$ cat src/mandelbrot_escape_pixel_colorer_defines.svh
// ----------------------------------------------------------------------------
// Assertion macros for the escape-time pixel colourer
// Each macro expands to a clocked concurrent assertion on clk, disabled
// while rst_n is low. Define ASSERT_OFF to compile them out.
// ----------------------------------------------------------------------------
`ifndef MANDELBROT_ESCAPE_PIXEL_COLORER_DEFINES_SVH
`define MANDELBROT_ESCAPE_PIXEL_COLORER_DEFINES_SVH
`ifndef ASSERT_OFF
`define MEP_ASSERT(lbl, prop) \
  lbl: assert property (@(posedge clk) disable iff (!rst_n) prop) \
    else $error("mep check failed");
`define MEP_NEVER(lbl, expr) \
  lbl: assert property (@(posedge clk) disable iff (!rst_n) !(expr)) \
    else $error("mep forbidden condition seen");
`else
`define MEP_ASSERT(lbl, prop)
`define MEP_NEVER(lbl, expr)
`endif
`endif

$ cat src/mep_pkg.sv
// ----------------------------------------------------------------------------
// mep_pkg
// Shared widths, register indexes, reset values, command and status types
// for the escape-time pixel colourer.
// ----------------------------------------------------------------------------
`timescale 1ns / 1ps

package mep_pkg;

  // Fixed point format of c and z
  localparam int COORD_BITS           = 32;
  localparam int FRAC_BITS            = 28;
  localparam int PIXEL_INDEX_BITS_DEF = 12;

  // Square or cross product after the fraction shift, and iteration sum width
  localparam int PROD_W = 2 * COORD_BITS - FRAC_BITS;
  localparam int IT_SW  = PROD_W + 2;

  localparam int ITER_W     = 16;
  localparam int COUNT_W    = ITER_W + 1;
  localparam int HUE_W      = 8;
  localparam int COLOUR_W   = 8;
  localparam int DIVIDEND_W = ITER_W + HUE_W;
  localparam int DIVISOR_W  = ITER_W + HUE_W - 1;
  localparam int DIV_CNT_W  = $clog2(HUE_W);
  localparam int RAMP_W     = 10;

  // Configuration register indexes
  localparam int CFG_IDX_W = 3;
  localparam logic [CFG_IDX_W-1:0] CFG_X_MIN    = 3'd0;
  localparam logic [CFG_IDX_W-1:0] CFG_X_STEP   = 3'd1;
  localparam logic [CFG_IDX_W-1:0] CFG_Y_MIN    = 3'd2;
  localparam logic [CFG_IDX_W-1:0] CFG_Y_STEP   = 3'd3;
  localparam logic [CFG_IDX_W-1:0] CFG_MAX_ITER = 3'd4;

  // Reset values
  localparam logic signed [COORD_BITS-1:0] X_MIN_RST    = -32'sd644245094;
  localparam logic        [COORD_BITS-2:0] X_STEP_RST   = 31'd571226;
  localparam logic signed [COORD_BITS-1:0] Y_MIN_RST    = -32'sd256691862;
  localparam logic        [COORD_BITS-2:0] Y_STEP_RST   = 31'd571697;
  localparam logic        [ITER_W-1:0]     MAX_ITER_RST = 16'd100;

  // Hue wheel constants
  localparam logic [HUE_W-1:0]    HUE_SIXTH      = 8'd60;
  localparam logic [HUE_W-1:0]    HUE_THIRD      = 8'd120;
  localparam logic [HUE_W-1:0]    HUE_HALF       = 8'd180;
  localparam logic [HUE_W-1:0]    HUE_TWO_THIRDS = 8'd240;
  localparam logic [RAMP_W-1:0]   RAMP_GAIN      = 10'd17;
  localparam logic [COLOUR_W-1:0] COLOUR_FULL    = 8'hFF;
  localparam logic [COLOUR_W-1:0] COLOUR_NONE    = 8'h00;

  typedef struct packed {
    logic signed [COORD_BITS-1:0] x_min;
    logic        [COORD_BITS-2:0] x_step;
    logic signed [COORD_BITS-1:0] y_min;
    logic        [COORD_BITS-2:0] y_step;
    logic        [ITER_W-1:0]     max_iter;
  } cfg_t;

  typedef struct packed {
    logic capture;
    logic map_mul;
    logic map_add;
    logic it_mul;
    logic it_add;
    logic div_load;
    logic div_step;
    logic out_load;
  } cmd_t;

  typedef struct packed {
    logic limit_zero;
    logic iter_last;
    logic escaped;
    logic div_last;
    logic out_free;
  } sts_t;

  typedef enum logic [2:0] {
    ST_IDLE,
    ST_MAP,
    ST_SEED,
    ST_MUL,
    ST_ADD,
    ST_DIVLD,
    ST_DIV,
    ST_COLOUR
  } state_t;

endpackage

$ cat src/mep_ctrl.sv
// ----------------------------------------------------------------------------
// mep_ctrl
// Sequencer for one pixel: map, iterate, divide for hue, colour, hand off.
// ----------------------------------------------------------------------------
`timescale 1ns / 1ps
`include "mandelbrot_escape_pixel_colorer_defines.svh"

module mep_ctrl (
  input  logic          clk,
  input  logic          rst_n,
  input  logic          in_valid,
  output logic          in_ready,
  input  mep_pkg::sts_t sts_i,
  output mep_pkg::cmd_t cmd_o
);
  import mep_pkg::*;

  state_t state_r;
  state_t state_nxt;

  always_ff @(posedge clk) begin
    if (!rst_n) begin
      state_r <= ST_IDLE;
    end else begin
      state_r <= state_nxt;
    end
  end

  always_comb begin
    state_nxt = state_r;
    cmd_o     = '0;
    in_ready  = 1'b0;
    case (state_r)
      ST_IDLE: begin
        in_ready = 1'b1;
        if (in_valid) begin
          cmd_o.capture = 1'b1;
          state_nxt     = ST_MAP;
        end
      end
      ST_MAP: begin
        cmd_o.map_mul = 1'b1;
        state_nxt     = ST_SEED;
      end
      ST_SEED: begin
        cmd_o.map_add = 1'b1;
        state_nxt     = sts_i.limit_zero ? ST_COLOUR : ST_MUL;
      end
      ST_MUL: begin
        cmd_o.it_mul = 1'b1;
        state_nxt    = ST_ADD;
      end
      ST_ADD: begin
        cmd_o.it_add = 1'b1;
        if (sts_i.iter_last) begin
          state_nxt = ST_COLOUR;
        end else if (sts_i.escaped) begin
          state_nxt = ST_DIVLD;
        end else begin
          state_nxt = ST_MUL;
        end
      end
      ST_DIVLD: begin
        cmd_o.div_load = 1'b1;
        state_nxt      = ST_DIV;
      end
      ST_DIV: begin
        cmd_o.div_step = 1'b1;
        if (sts_i.div_last) begin
          state_nxt = ST_COLOUR;
        end
      end
      ST_COLOUR: begin
        // hold until the output register is free
        if (sts_i.out_free) begin
          cmd_o.out_load = 1'b1;
          state_nxt      = ST_IDLE;
        end
      end
      default: begin
        state_nxt = ST_IDLE;
      end
    endcase
  end

  `MEP_ASSERT(a_cmd_exclusive, ($onehot0(cmd_o)))
  `MEP_ASSERT(a_capture_maps, (cmd_o.capture |=> state_r == ST_MAP))
  `MEP_ASSERT(a_last_iter_colours,
              ((state_r == ST_ADD) && sts_i.iter_last |=> state_r == ST_COLOUR))

endmodule

$ cat config.mk
export PLATFORM = sky130hd
export DESIGN_NAME = mep_ctrl
export DESIGN_NICKNAME = d
export VERILOG_FILES = /design/src/mep_pkg.sv /design/src/mep_ctrl.sv
export VERILOG_INCLUDE_DIRS = /design/src /design/src/src
export SDC_FILE = /design/constraint.sdc
export NUM_CORES = 1
export LEC_CHECK = 0
export ABC_AREA = 0
export BUFFER_PORTS_ARGS = -buffer_cell sky130_fd_sc_hd__buf_2
export CORE_AREA = 4 4 41 43
export CTS_CLUSTER_SIZE = 25
export DETAILED_ROUTE_END_ITERATION = 8
export DIE_AREA = 0 0 45 47
export PLACE_DENSITY = 0.44
export SKIP_CTS_REPAIR_TIMING = 1
export SLEW_MARGIN = 20
export SYNTH_ARGS = -nofsm -noshare
export SYNTH_HDL_FRONTEND = slang
export SYNTH_SLANG_ARGS = --single-unit
$ cat constraint.sdc
create_clock -name clk -period 1.2 [get_ports clk]
set_input_delay 0.18 -clock clk [delete_from_list [all_inputs] [get_ports clk]]
set_output_delay 0.18 -clock clk [all_outputs]
set_load 0.05 [all_outputs]
; Word-level counts from Yosys, hierarchy flattened
; Index checks and enable logic that the tools add are counted.
[word_totals]
reg_bits = 3
latch_bits = 0
ram_bits = 0
romBits = 0
input_bits = 8
output_inout_bits = 9
mem_count = 0
[classes]
n_addsub = 0
multipliers = 0
div = 0
magnitude_cmp = 0
n_eq_ne = 10
shifts = 0
n_mux = 18
bitwise_logic = 0
reduce_logical = 2
[op_table]
columns = cell, count
row1 = 3-bit one-hot mux with 8 select lines, 1
row2 = 3-bit two-way mux, 6
row3 = "3-bit equality test, second input constant", 4
row4 = 1-bit two-way mux, 11
row5 = "3-bit by 2-bit equality test with 1-bit output, second input constant", 2
row6 = "2-bit inequality test, second input constant", 3
row7 = "3-bit by 1-bit equality test with 1-bit output, second input constant", 1
row8 = 3-bit logical NOT, 1
row9 = 3-bit AND reduction, 1

; Logic depth before layout (Yosys ltp)
; Gate-level depths: netlist of the first run.
[depth]
depth_word = 3
mapped_depth = 4
mapped_depth_nobuf = 3

; Least setup slack after synthesis of the first run
; No wires, ideal clock.
[synth_timing]
path_kind = register to output
from = register state_r[0]
to = output cmd_o[2] (netlist bit)
arrival_time_ns = 1.647
slack_ns = -0.627
path_stages_with_launch = 4
n_path_buf = 1
cell_sequence = dfxtp_1 -> buf_6 -> clkinv_1 -> nor3_1
[synth_rtl]
columns = element, line
row1 = start: declaration, mep_ctrl.sv:18  ; state_t state_r;
row2 = start signal: assignment, mep_ctrl.sv:25  ; state_r <= state_nxt;
row3 = end: declaration, mep_ctrl.sv:14  ; output mep_pkg::cmd_t cmd_o

==> flow_summary.json, run 1 <==
{
  "status": "finished with violations",
  "violations": "setup timing",
  "worstPathMaxFanout": 4,
  "netlist_instances": 32,
  "hold_path_depth": 3,
  "cts_buffers": 3,
  "finalMaxSlewViolations": 0,
  "grt_pass1_vias": 332,
  "syn_avg_cell_area_sq_um": 7.94,
  "yosysSeqAreaShare_pct": 23.6,
  "grt_max_degree": 9,
  "start_util_pct": 19.5,
  "critPathCaptureType": "output pin",
  "fp-row-count": 13,
  "die_w_um": 45,
  "drt_wl_total_um": 861,
  "largest_reg_flops": 3,
  "nets": 73,
  "largest-register": "state_r",
  "arrival_ns": 1.19,
  "worstSetupPathType": "reg -> out",
  "synthToLayoutAreaGrowth_pct": 150,
  "ant_nets": 0,
  "synthSimpleGateAreaFrac_pct": 27.1,
  "power.leakage_nw": 0.287,
  "setup_tns_ns": -0.891,
  "fill_cells": 141,
  "yosys.area_share.xor_xnor_pct": 0,
  "synthTopCellsByArea": "dfxtp_1 (24%), buf_6 (13%), nor3_1 (7.9%)",
  "die_height_um": 47,
  "vias_per_cell": 4.42,
  "min_period_ns": 1.37,
  "dp_hpwl_um": 653,
  "cts_htree_levels": 1,
  "worstMarginPinSlew_ns": 0.235,
  "reg_top3": "state_r (3)",
  "reg2regPathDepth": 5,
  "finClkSkew_ns": 0.00865,
  "clk_pin_slew_ns": 0.04,
  "synth_edf_count": 0,
  "synth_compound_area_share_pct": 27.6,
  "fin_area_sq_um": 634,
  "synthDistinctLibCells": 18,
  "setup-violations-final": 9,
  "cts_root_buffer": "clkbuf_4",
  "async_flop_share_pct": 0,
  "diodes": 0,
  "fin_util_pct": 48.8,
  "period_share_pct": 114,
  "synth_top_area_share_pct": 23.6,
  "cts_tree": "done",
  "core_area_sq_um": 1300,
  "synth_fa_ha_area_share_pct": 0,
  "yosysMostFrequentCell": "nor3_1",
  "slew_headroom_pct": 84.2,
  "dieArea_sq_um": 2120,
  "pin_count": 17,
  "first_pass_iters": 1,
  "grt_pass1_wl_um": 1280,
  "yosys_register_bits": 3,
  "hold_class": "in -> reg",
  "clock_latency_ns": 0.25,
  "routabilityCongestion": 0.717,
  "start_kind": "flip-flop",
  "finalPower_uw": 900,
  "yosysWarnings": 0,
  "clock_sinks": 3,
  "yosys-mux-area-fraction_pct": 0,
  "yosysTopAreaCell": "dfxtp_1",
  "io_buffer_count": 16,
  "synth_top_family_by_area": "compound AO/OA/AOI/OAI gates",
  "grtUsageTotal_pct": 8.93,
  "drc": 0,
  "vdd_drop_max_mv": 0.619,
  "vias": 349,
  "ys.flop_type": "dfxtp_1",
  "drt_iter0_markers": 0,
  "hold_violations": 0,
  "ys_top_cells_by_count": "nor3_1 (4), buf_6 (3), dfxtp_1 (3), o21ai_0 (3)",
  "clockBufferDepth": 2,
  "rsz0062_at_grt": "true",
  "drive_above_1_share_pct": 81.3,
  "maxCapViolCount": 0,
  "post_drt_wl_per_cell_um": 10.9,
  "hold-worst-slack_ns": 0.179,
  "max_freq_mhz": 728,
  "timing.final.ws_setup_ns": -0.174,
  "p_per_area_nw_per_um2": 1420,
  "syn_nets": 40,
  "critPathRequiredTime_ns": 1.02,
  "antenna_found_initial": 0,
  "syn_area_sq_um": 254,
  "place_area_sq_um": 450,
  "overflow": 0
}
[area by class of cell]
cell class                      instances  area [sq um]  area share (%)
Sequential cell                         3          71.3            11.2
Multi-Input combinational cell         21           215            33.9
Timing Repair Buffer                   31           279            44.0
Clock buffer                            4          26.3            4.14
Inverter                                5          23.8            3.75
Tap cell                               15          18.8            2.96
[path summary, 6_finish.rpt]
check,startpoint,endpoint,slack [ns]
max,state_r[0],cmd_o[7],-0.17
min reg2reg,state_r[1],state_r[0],0.55
max reg2reg,state_r[0],state_r[2],0.08
min,sts_i[1],state_r[0],0.18
[kinds of logic after synthesis]
kind of cell	after synthesis
simple gates	12
compound gates	9
buf+inv	8
flops	3
[power by group]
group	switching (mW)	total (mW)	internal, mW
logic	0.295	0.553	0.258
registers	0.0346	0.156	0.122
clock network	0.0651	0.191	0.125
total	0.394	0.900	0.505
[placed cells by master, fill, tap and decap left out]
master    count
o21ai_0       3
inv_2         1
nor3_2        1
dfxtp_4       3
nor2_4        2
and2_4        1
nand2_4       1
a221oi_2      1
buf_8         4
a211oi_1      1
nor3_4        5
buf_2         7
o21ai_1       2
buf_6         9
and2b_1       1
inv_1         2
buf_4        11
inv_4         2
o41ai_2       1
clkbuf_4      3
a31oi_1       1
clkbuf_1      1
nand2_1       1
[layer usage]
| metal | up-vias | part of all wire [%] | global-route usage, % |
|---|---|---|---|
| li1 | 176 | - | - |
| met1 | 158 | 43 | 10.7 |
| met2 | 13 | 50 | 13.6 |
| met3 | 2 | 3.5 | 0 |
| met4 | 0 | 2.8 | 10.5 |
| met5 | - | 0 | 0 |
[critical path, cell delays in order (launching register included)]
cell	delay [ns]
dfxtp_4	0.34
buf_6	0.13
nor3_4	0.17
and2_4	0.17
buf_8	0.13
[metrics by stage]
| step | setup slack [ns] | cells |
|---|---|---|
| 6_report | -0.174 | 79 |
| 5_1_grt | -0.230 | 79 |
| 4_1_cts | -0.311 | 74 |
| 3_5_place_dp | -0.0423 | 70 |
| 3_3_place_gp | -0.0765 | 70 |
| 2_1_floorplan | -0.227 | 32 |
No activity file was read; power rests on OpenSTA's default activity.
==> inputs of run 2 (changes only) <==
Settings changed: PLACE_DENSITY 0.44 to 0.52, SETUP_SLACK_MARGIN set to 0.15.
==> flow_summary.json, run 2 (same netlist as run 1, synthesis figures left out) <==
{
  "cpMaxStageDelayCell": "dfxtp_4",
  "vias": 329,
  "critPathRequiredTime_ns": 1.02,
  "min_from": "sts_i[1]",
  "violations": "setup timing",
  "finalPower_uw": 824,
  "hold_violations": 0,
  "seq_power_share_pct": 17.8,
  "start_kind": "flip-flop",
  "finalMaxSlewViolations": 0,
  "dp_hpwl_um": 638,
  "power_frac_clock_pct": 22.4,
  "grt_max_degree": 8,
  "vdd_drop_max_mv": 0.551,
  "hold_path_depth": 3,
  "largest-register": "state_r",
  "timing.rr.start": "state_r[1]",
  "clockBufferDepth": 2,
  "p_switching_uw": 374,
  "rsz0062_at_grt": "true",
  "status": "finished with violations",
  "hold-worst-slack_ns": 0.187,
  "swShare_pct": 45.3,
  "fill_cells": 133,
  "drt_wl_total_um": 826,
  "final_cell_mix": "buf_2 (8), buf_6 (8), buf_4 (6), nor3_4 (5)",
  "grtUsageTotal_pct": 9.10,
  "maxCapViolCount": 0,
  "ant_nets": 0,
  "holdPathEnd": "state_r[0]",
  "reg_top3": "state_r (3)",
  "cts_htree_levels": 1,
  "slew_headroom_pct": 81.4,
  "worstPathCellList": "buf_12 -> nor3_4 -> and2_4 -> buf_8",
  "diodes": 0,
  "max_freq_mhz": 758,
  "drive_above_1_share_pct": 81.0,
  "die_height_um": 47,
  "arrival_ns": 1.14,
  "timing.final.ws_setup_ns": -0.120,
  "critPathCaptureType": "output pin",
  "overflow": 0,
  "intPower_uw": 451,
  "antenna_found_initial": 0,
  "reg2regPathDepth": 5,
  "start_util_pct": 19.5,
  "core_area_sq_um": 1300,
  "p_comb_share_pct": 59.8,
  "grt_pass1_wl_um": 1310,
  "critPathMaxStageDelay_ns": 0.35,
  "worstPathMaxFanout": 7,
  "finClkSkew_ns": 0.00116,
  "routabilityCongestion": 0.756,
  "nets": 67,
  "clk_pin_slew_ns": 0.04,
  "cts_root_buffer": "clkbuf_4",
  "worstSetupPathType": "reg -> out",
  "dieArea_sq_um": 2120,
  "vias_per_cell": 4.51,
  "reg2reg_slack_ns": 0.16,
  "period_share_pct": 110,
  "reg2reg_to": "state_r[0]",
  "cts_buffers": 3,
  "p_per_area_nw_per_um2": 1430,
  "first_pass_iters": 4,
  "die_w_um": 45,
  "largest_reg_flops": 3,
  "power.leakage_nw": 0.248,
  "setup-violations-final": 9,
  "grt_pass1_vias": 308,
  "fp-row-count": 13,
  "drt_iter0_markers": 5,
  "io_buffer_count": 16,
  "worstMarginPinSlew_ns": 0.275,
  "pin_count": 17,
  "synthToLayoutAreaGrowth_pct": 127,
  "drc": 0,
  "post_drt_wl_per_cell_um": 11.3,
  "hold_class": "in -> reg",
  "min_period_ns": 1.32,
  "clock_latency_ns": 0.24,
  "cts_tree": "done",
  "clock_sinks": 3
}
run 2: power groups by stage:
stage | logic (mW) | registers, mW | clock network [mW]
2_1_floorplan | 0.338 | 0.124 | 0
3_3_place_gp | 0.425 | 0.136 | 0
3_5_place_dp | 0.424 | 0.137 | 0
4_1_cts | 0.425 | 0.135 | 0.189
5_1_grt | 0.521 | 0.149 | 0.200
6_report | 0.493 | 0.146 | 0.185
run 2: final cells by class:
type                    count  area, sq um  share of cell area (%)
repair buffers             25          225                    39.1
multi-input cells          21          210                    36.5
flip-flops and latches      3         68.8                    12.0
clock buffers               4         26.3                    4.57
inverters                   5         26.3                    4.57
well taps                  15         18.8                    3.26
run 2: worst max path at each step:
stage                    start        to  slack [ns]  cells past startpoint
floorplan           state_r[2]  cmd_o[7]       -0.23                      3
global placement    state_r[2]  cmd_o[1]       -0.03                      3
detailed placement  state_r[2]  cmd_o[1]       -0.04                      3
CTS                 state_r[2]  cmd_o[1]       -0.29                      3
global route        state_r[0]  cmd_o[7]       -0.17                      4
finish              state_r[0]  cmd_o[7]       -0.12                      4
run 2: per-layer routing:
metal	track usage, %	wire, um	vias up	part of all wire, %
met5	0	0	-	0
met4	8.77	0	0	0
met3	2.30	45	0	5.4
met2	13.6	421	10	51
met1	10.5	359	154	43
li1	-	-	165	-
run 2: per-stage QoR:
| stage | std cells | utilization (%) | setup TNS (ns) | setup WS [ns] | area, sq um |
|---|---|---|---|---|---|
| global route | 73 | 44.2 | -1.10 | -0.170 | 576 |
| CTS | 71 | 36.4 | -2.13 | -0.295 | 474 |
| finish | 73 | 44.2 | -0.628 | -0.120 | 576 |
| detailed placement | 67 | 34.4 | -0.118 | -0.0417 | 448 |
| floorplan | 32 | - | -0.966 | -0.227 | 318 |
| global placement | 67 | 34.4 | -0.0418 | -0.0311 | 448 |
run 2: worst max-delay path: cells and delay by family (launching register included):
kind	cells	cell delay, ns
and+or+nand+nor	2	0.27
DFF	1	0.35
buffers and inverters	2	0.28
==> inputs of run 3 (changes only) <==
Settings changed: CORE_AREA 4 4 41 43 to 5 5 42 44, DIE_AREA 0 0 45 47 to 0 0 47 49.
==> flow_summary.json, run 3 (same netlist as run 1, synthesis figures left out) <==
{
  "grt_pass1_wl_um": 1500,
  "setup-violations-final": 9,
  "min_period_ns": 1.33,
  "die_w_um": 47,
  "reg_top3": "state_r (3)",
  "largest-register": "state_r",
  "rsz0062_at_grt": "true",
  "fp-row-count": 14,
  "diodes": 0,
  "hold_violations": 0,
  "hold_class": "in -> reg",
  "power.leakage_nw": 0.276,
  "reg2regPathDepth": 3,
  "cts_tree": "done",
  "worstMarginPinSlew_ns": 0.294,
  "grt_max_degree": 9,
  "start_kind": "flip-flop",
  "finalMaxSlewViolations": 0,
  "timing.rr.start": "state_r[1]",
  "fill_cells": 142,
  "worstPathMaxFanout": 4,
  "ant_nets": 0,
  "clock_sinks": 3,
  "clock_latency_ns": 0.26,
  "drt_iter0_markers": 5,
  "routabilityCongestion": 0.789,
  "drt_wl_total_um": 1020,
  "pin_count": 17,
  "post_drt_wl_per_cell_um": 13.3,
  "timing.final.ws_setup_ns": -0.133,
  "finClkSkew_ns": 0.0115,
  "cts_buffers": 3,
  "violations": "setup timing",
  "grt_pass1_vias": 344,
  "start_util_pct": 18.1,
  "largest_reg_flops": 3,
  "io_buffer_count": 16,
  "clk_pin_slew_ns": 0.05,
  "first_pass_iters": 5,
  "reg2reg_to": "state_r[2]",
  "synthToLayoutAreaGrowth_pct": 146,
  "clockBufferDepth": 2,
  "finalPower_uw": 893,
  "worstSetupPathType": "reg -> out",
  "critPathCaptureType": "output pin",
  "vias_per_cell": 4.55,
  "layout.area.seq_sq_um": 68.8,
  "cts_htree_levels": 1,
  "cts_root_buffer": "clkbuf_4",
  "overflow": 0,
  "final_cell_mix": "buf_6 (12), buf_4 (8), buf_2 (7), nor3_4 (6)",
  "reg2reg_slack_ns": 0.13,
  "vdd_drop_max_mv": 0.748,
  "dp_hpwl_um": 686,
  "drc": 0,
  "period_share_pct": 111,
  "status": "finished with violations",
  "grtUsageTotal_pct": 9.11,
  "min_from": "sts_i[1]",
  "p_per_area_nw_per_um2": 1430,
  "vias": 350,
  "dieArea_sq_um": 2300,
  "die_height_um": 49,
  "arrival_ns": 1.15,
  "setup_tns_ns": -0.682,
  "core_area_sq_um": 1400,
  "critPathRequiredTime_ns": 1.02,
  "holdPathEnd": "state_r[0]",
  "hold_path_depth": 3,
  "max_freq_mhz": 750,
  "nets": 70,
  "maxCapViolCount": 0,
  "slew_headroom_pct": 80.3,
  "final_common_cell": "buf_6",
  "antenna_found_initial": 0,
  "multiInputGateArea_sq_um": 238,
  "drive_above_1_share_pct": 82.0
}
==> run 3: per-layer routing <==
layer | part of all wire [%] | wire length [um] | track usage, % | vias to the layer above
li1 | - | - | - | 170
met3 | 4.7 | 48 | 1.48 | 3
met4 | 2.3 | 23 | 6.91 | 0
met5 | 0 | 0 | 0 | -
met1 | 35 | 353 | 11.5 | 163
met2 | 58 | 597 | 13.1 | 14
==> run 3: power breakdown <==
group,internal (mW),switching [mW],leakage (nW)
Clock,0.126,0.0759,0.0150
Sequential,0.121,0.0411,0.0264
Combinational,0.230,0.299,0.235
Total,0.478,0.416,0.276
==> run 3: final cells by class <==
class	count	share of cell area (%)
clock buffers	4	4.21
inverters	5	4.21
multi-input cells	21	38.1
flip-flops and latches	3	11.0
well taps	16	3.21
repair buffers	28	39.3
==> run 3: worst max-delay path by stage <==
stage	start	end	slack [ns]	depth (start not counted)
floorplan	state_r[2]	cmd_o[7]	-0.23	3
global placement	state_r[2]	cmd_o[1]	-0.01	3
detailed placement	state_r[2]	cmd_o[1]	-0.03	3
CTS	state_r[2]	cmd_o[1]	-0.30	3
global route	state_r[0]	cmd_o[7]	-0.16	4
finish	state_r[0]	cmd_o[7]	-0.13	4
==> run 3: critical path: stages (launching register included) <==
cell and delay [ns]:
dfxtp_2 0.34, buf_6 0.13, nor3_4 0.12, and2_4 0.17, buf_8 0.13
==> run 3: through the flow <==
stage | hold WS (ns) | util (%) | cells | worst slack [ns] | instance area (sq um)
floorplan | 0.296 | - | 32 | -0.227 | 318
global placement | 0.436 | 32.8 | 71 | -0.00995 | 459
detailed placement | 0.438 | 32.8 | 71 | -0.0343 | 459
CTS | 0.183 | 34.6 | 75 | -0.304 | 485
global route | 0.202 | 44.6 | 77 | -0.160 | 624
finish | 0.171 | 44.6 | 77 | -0.133 | 624
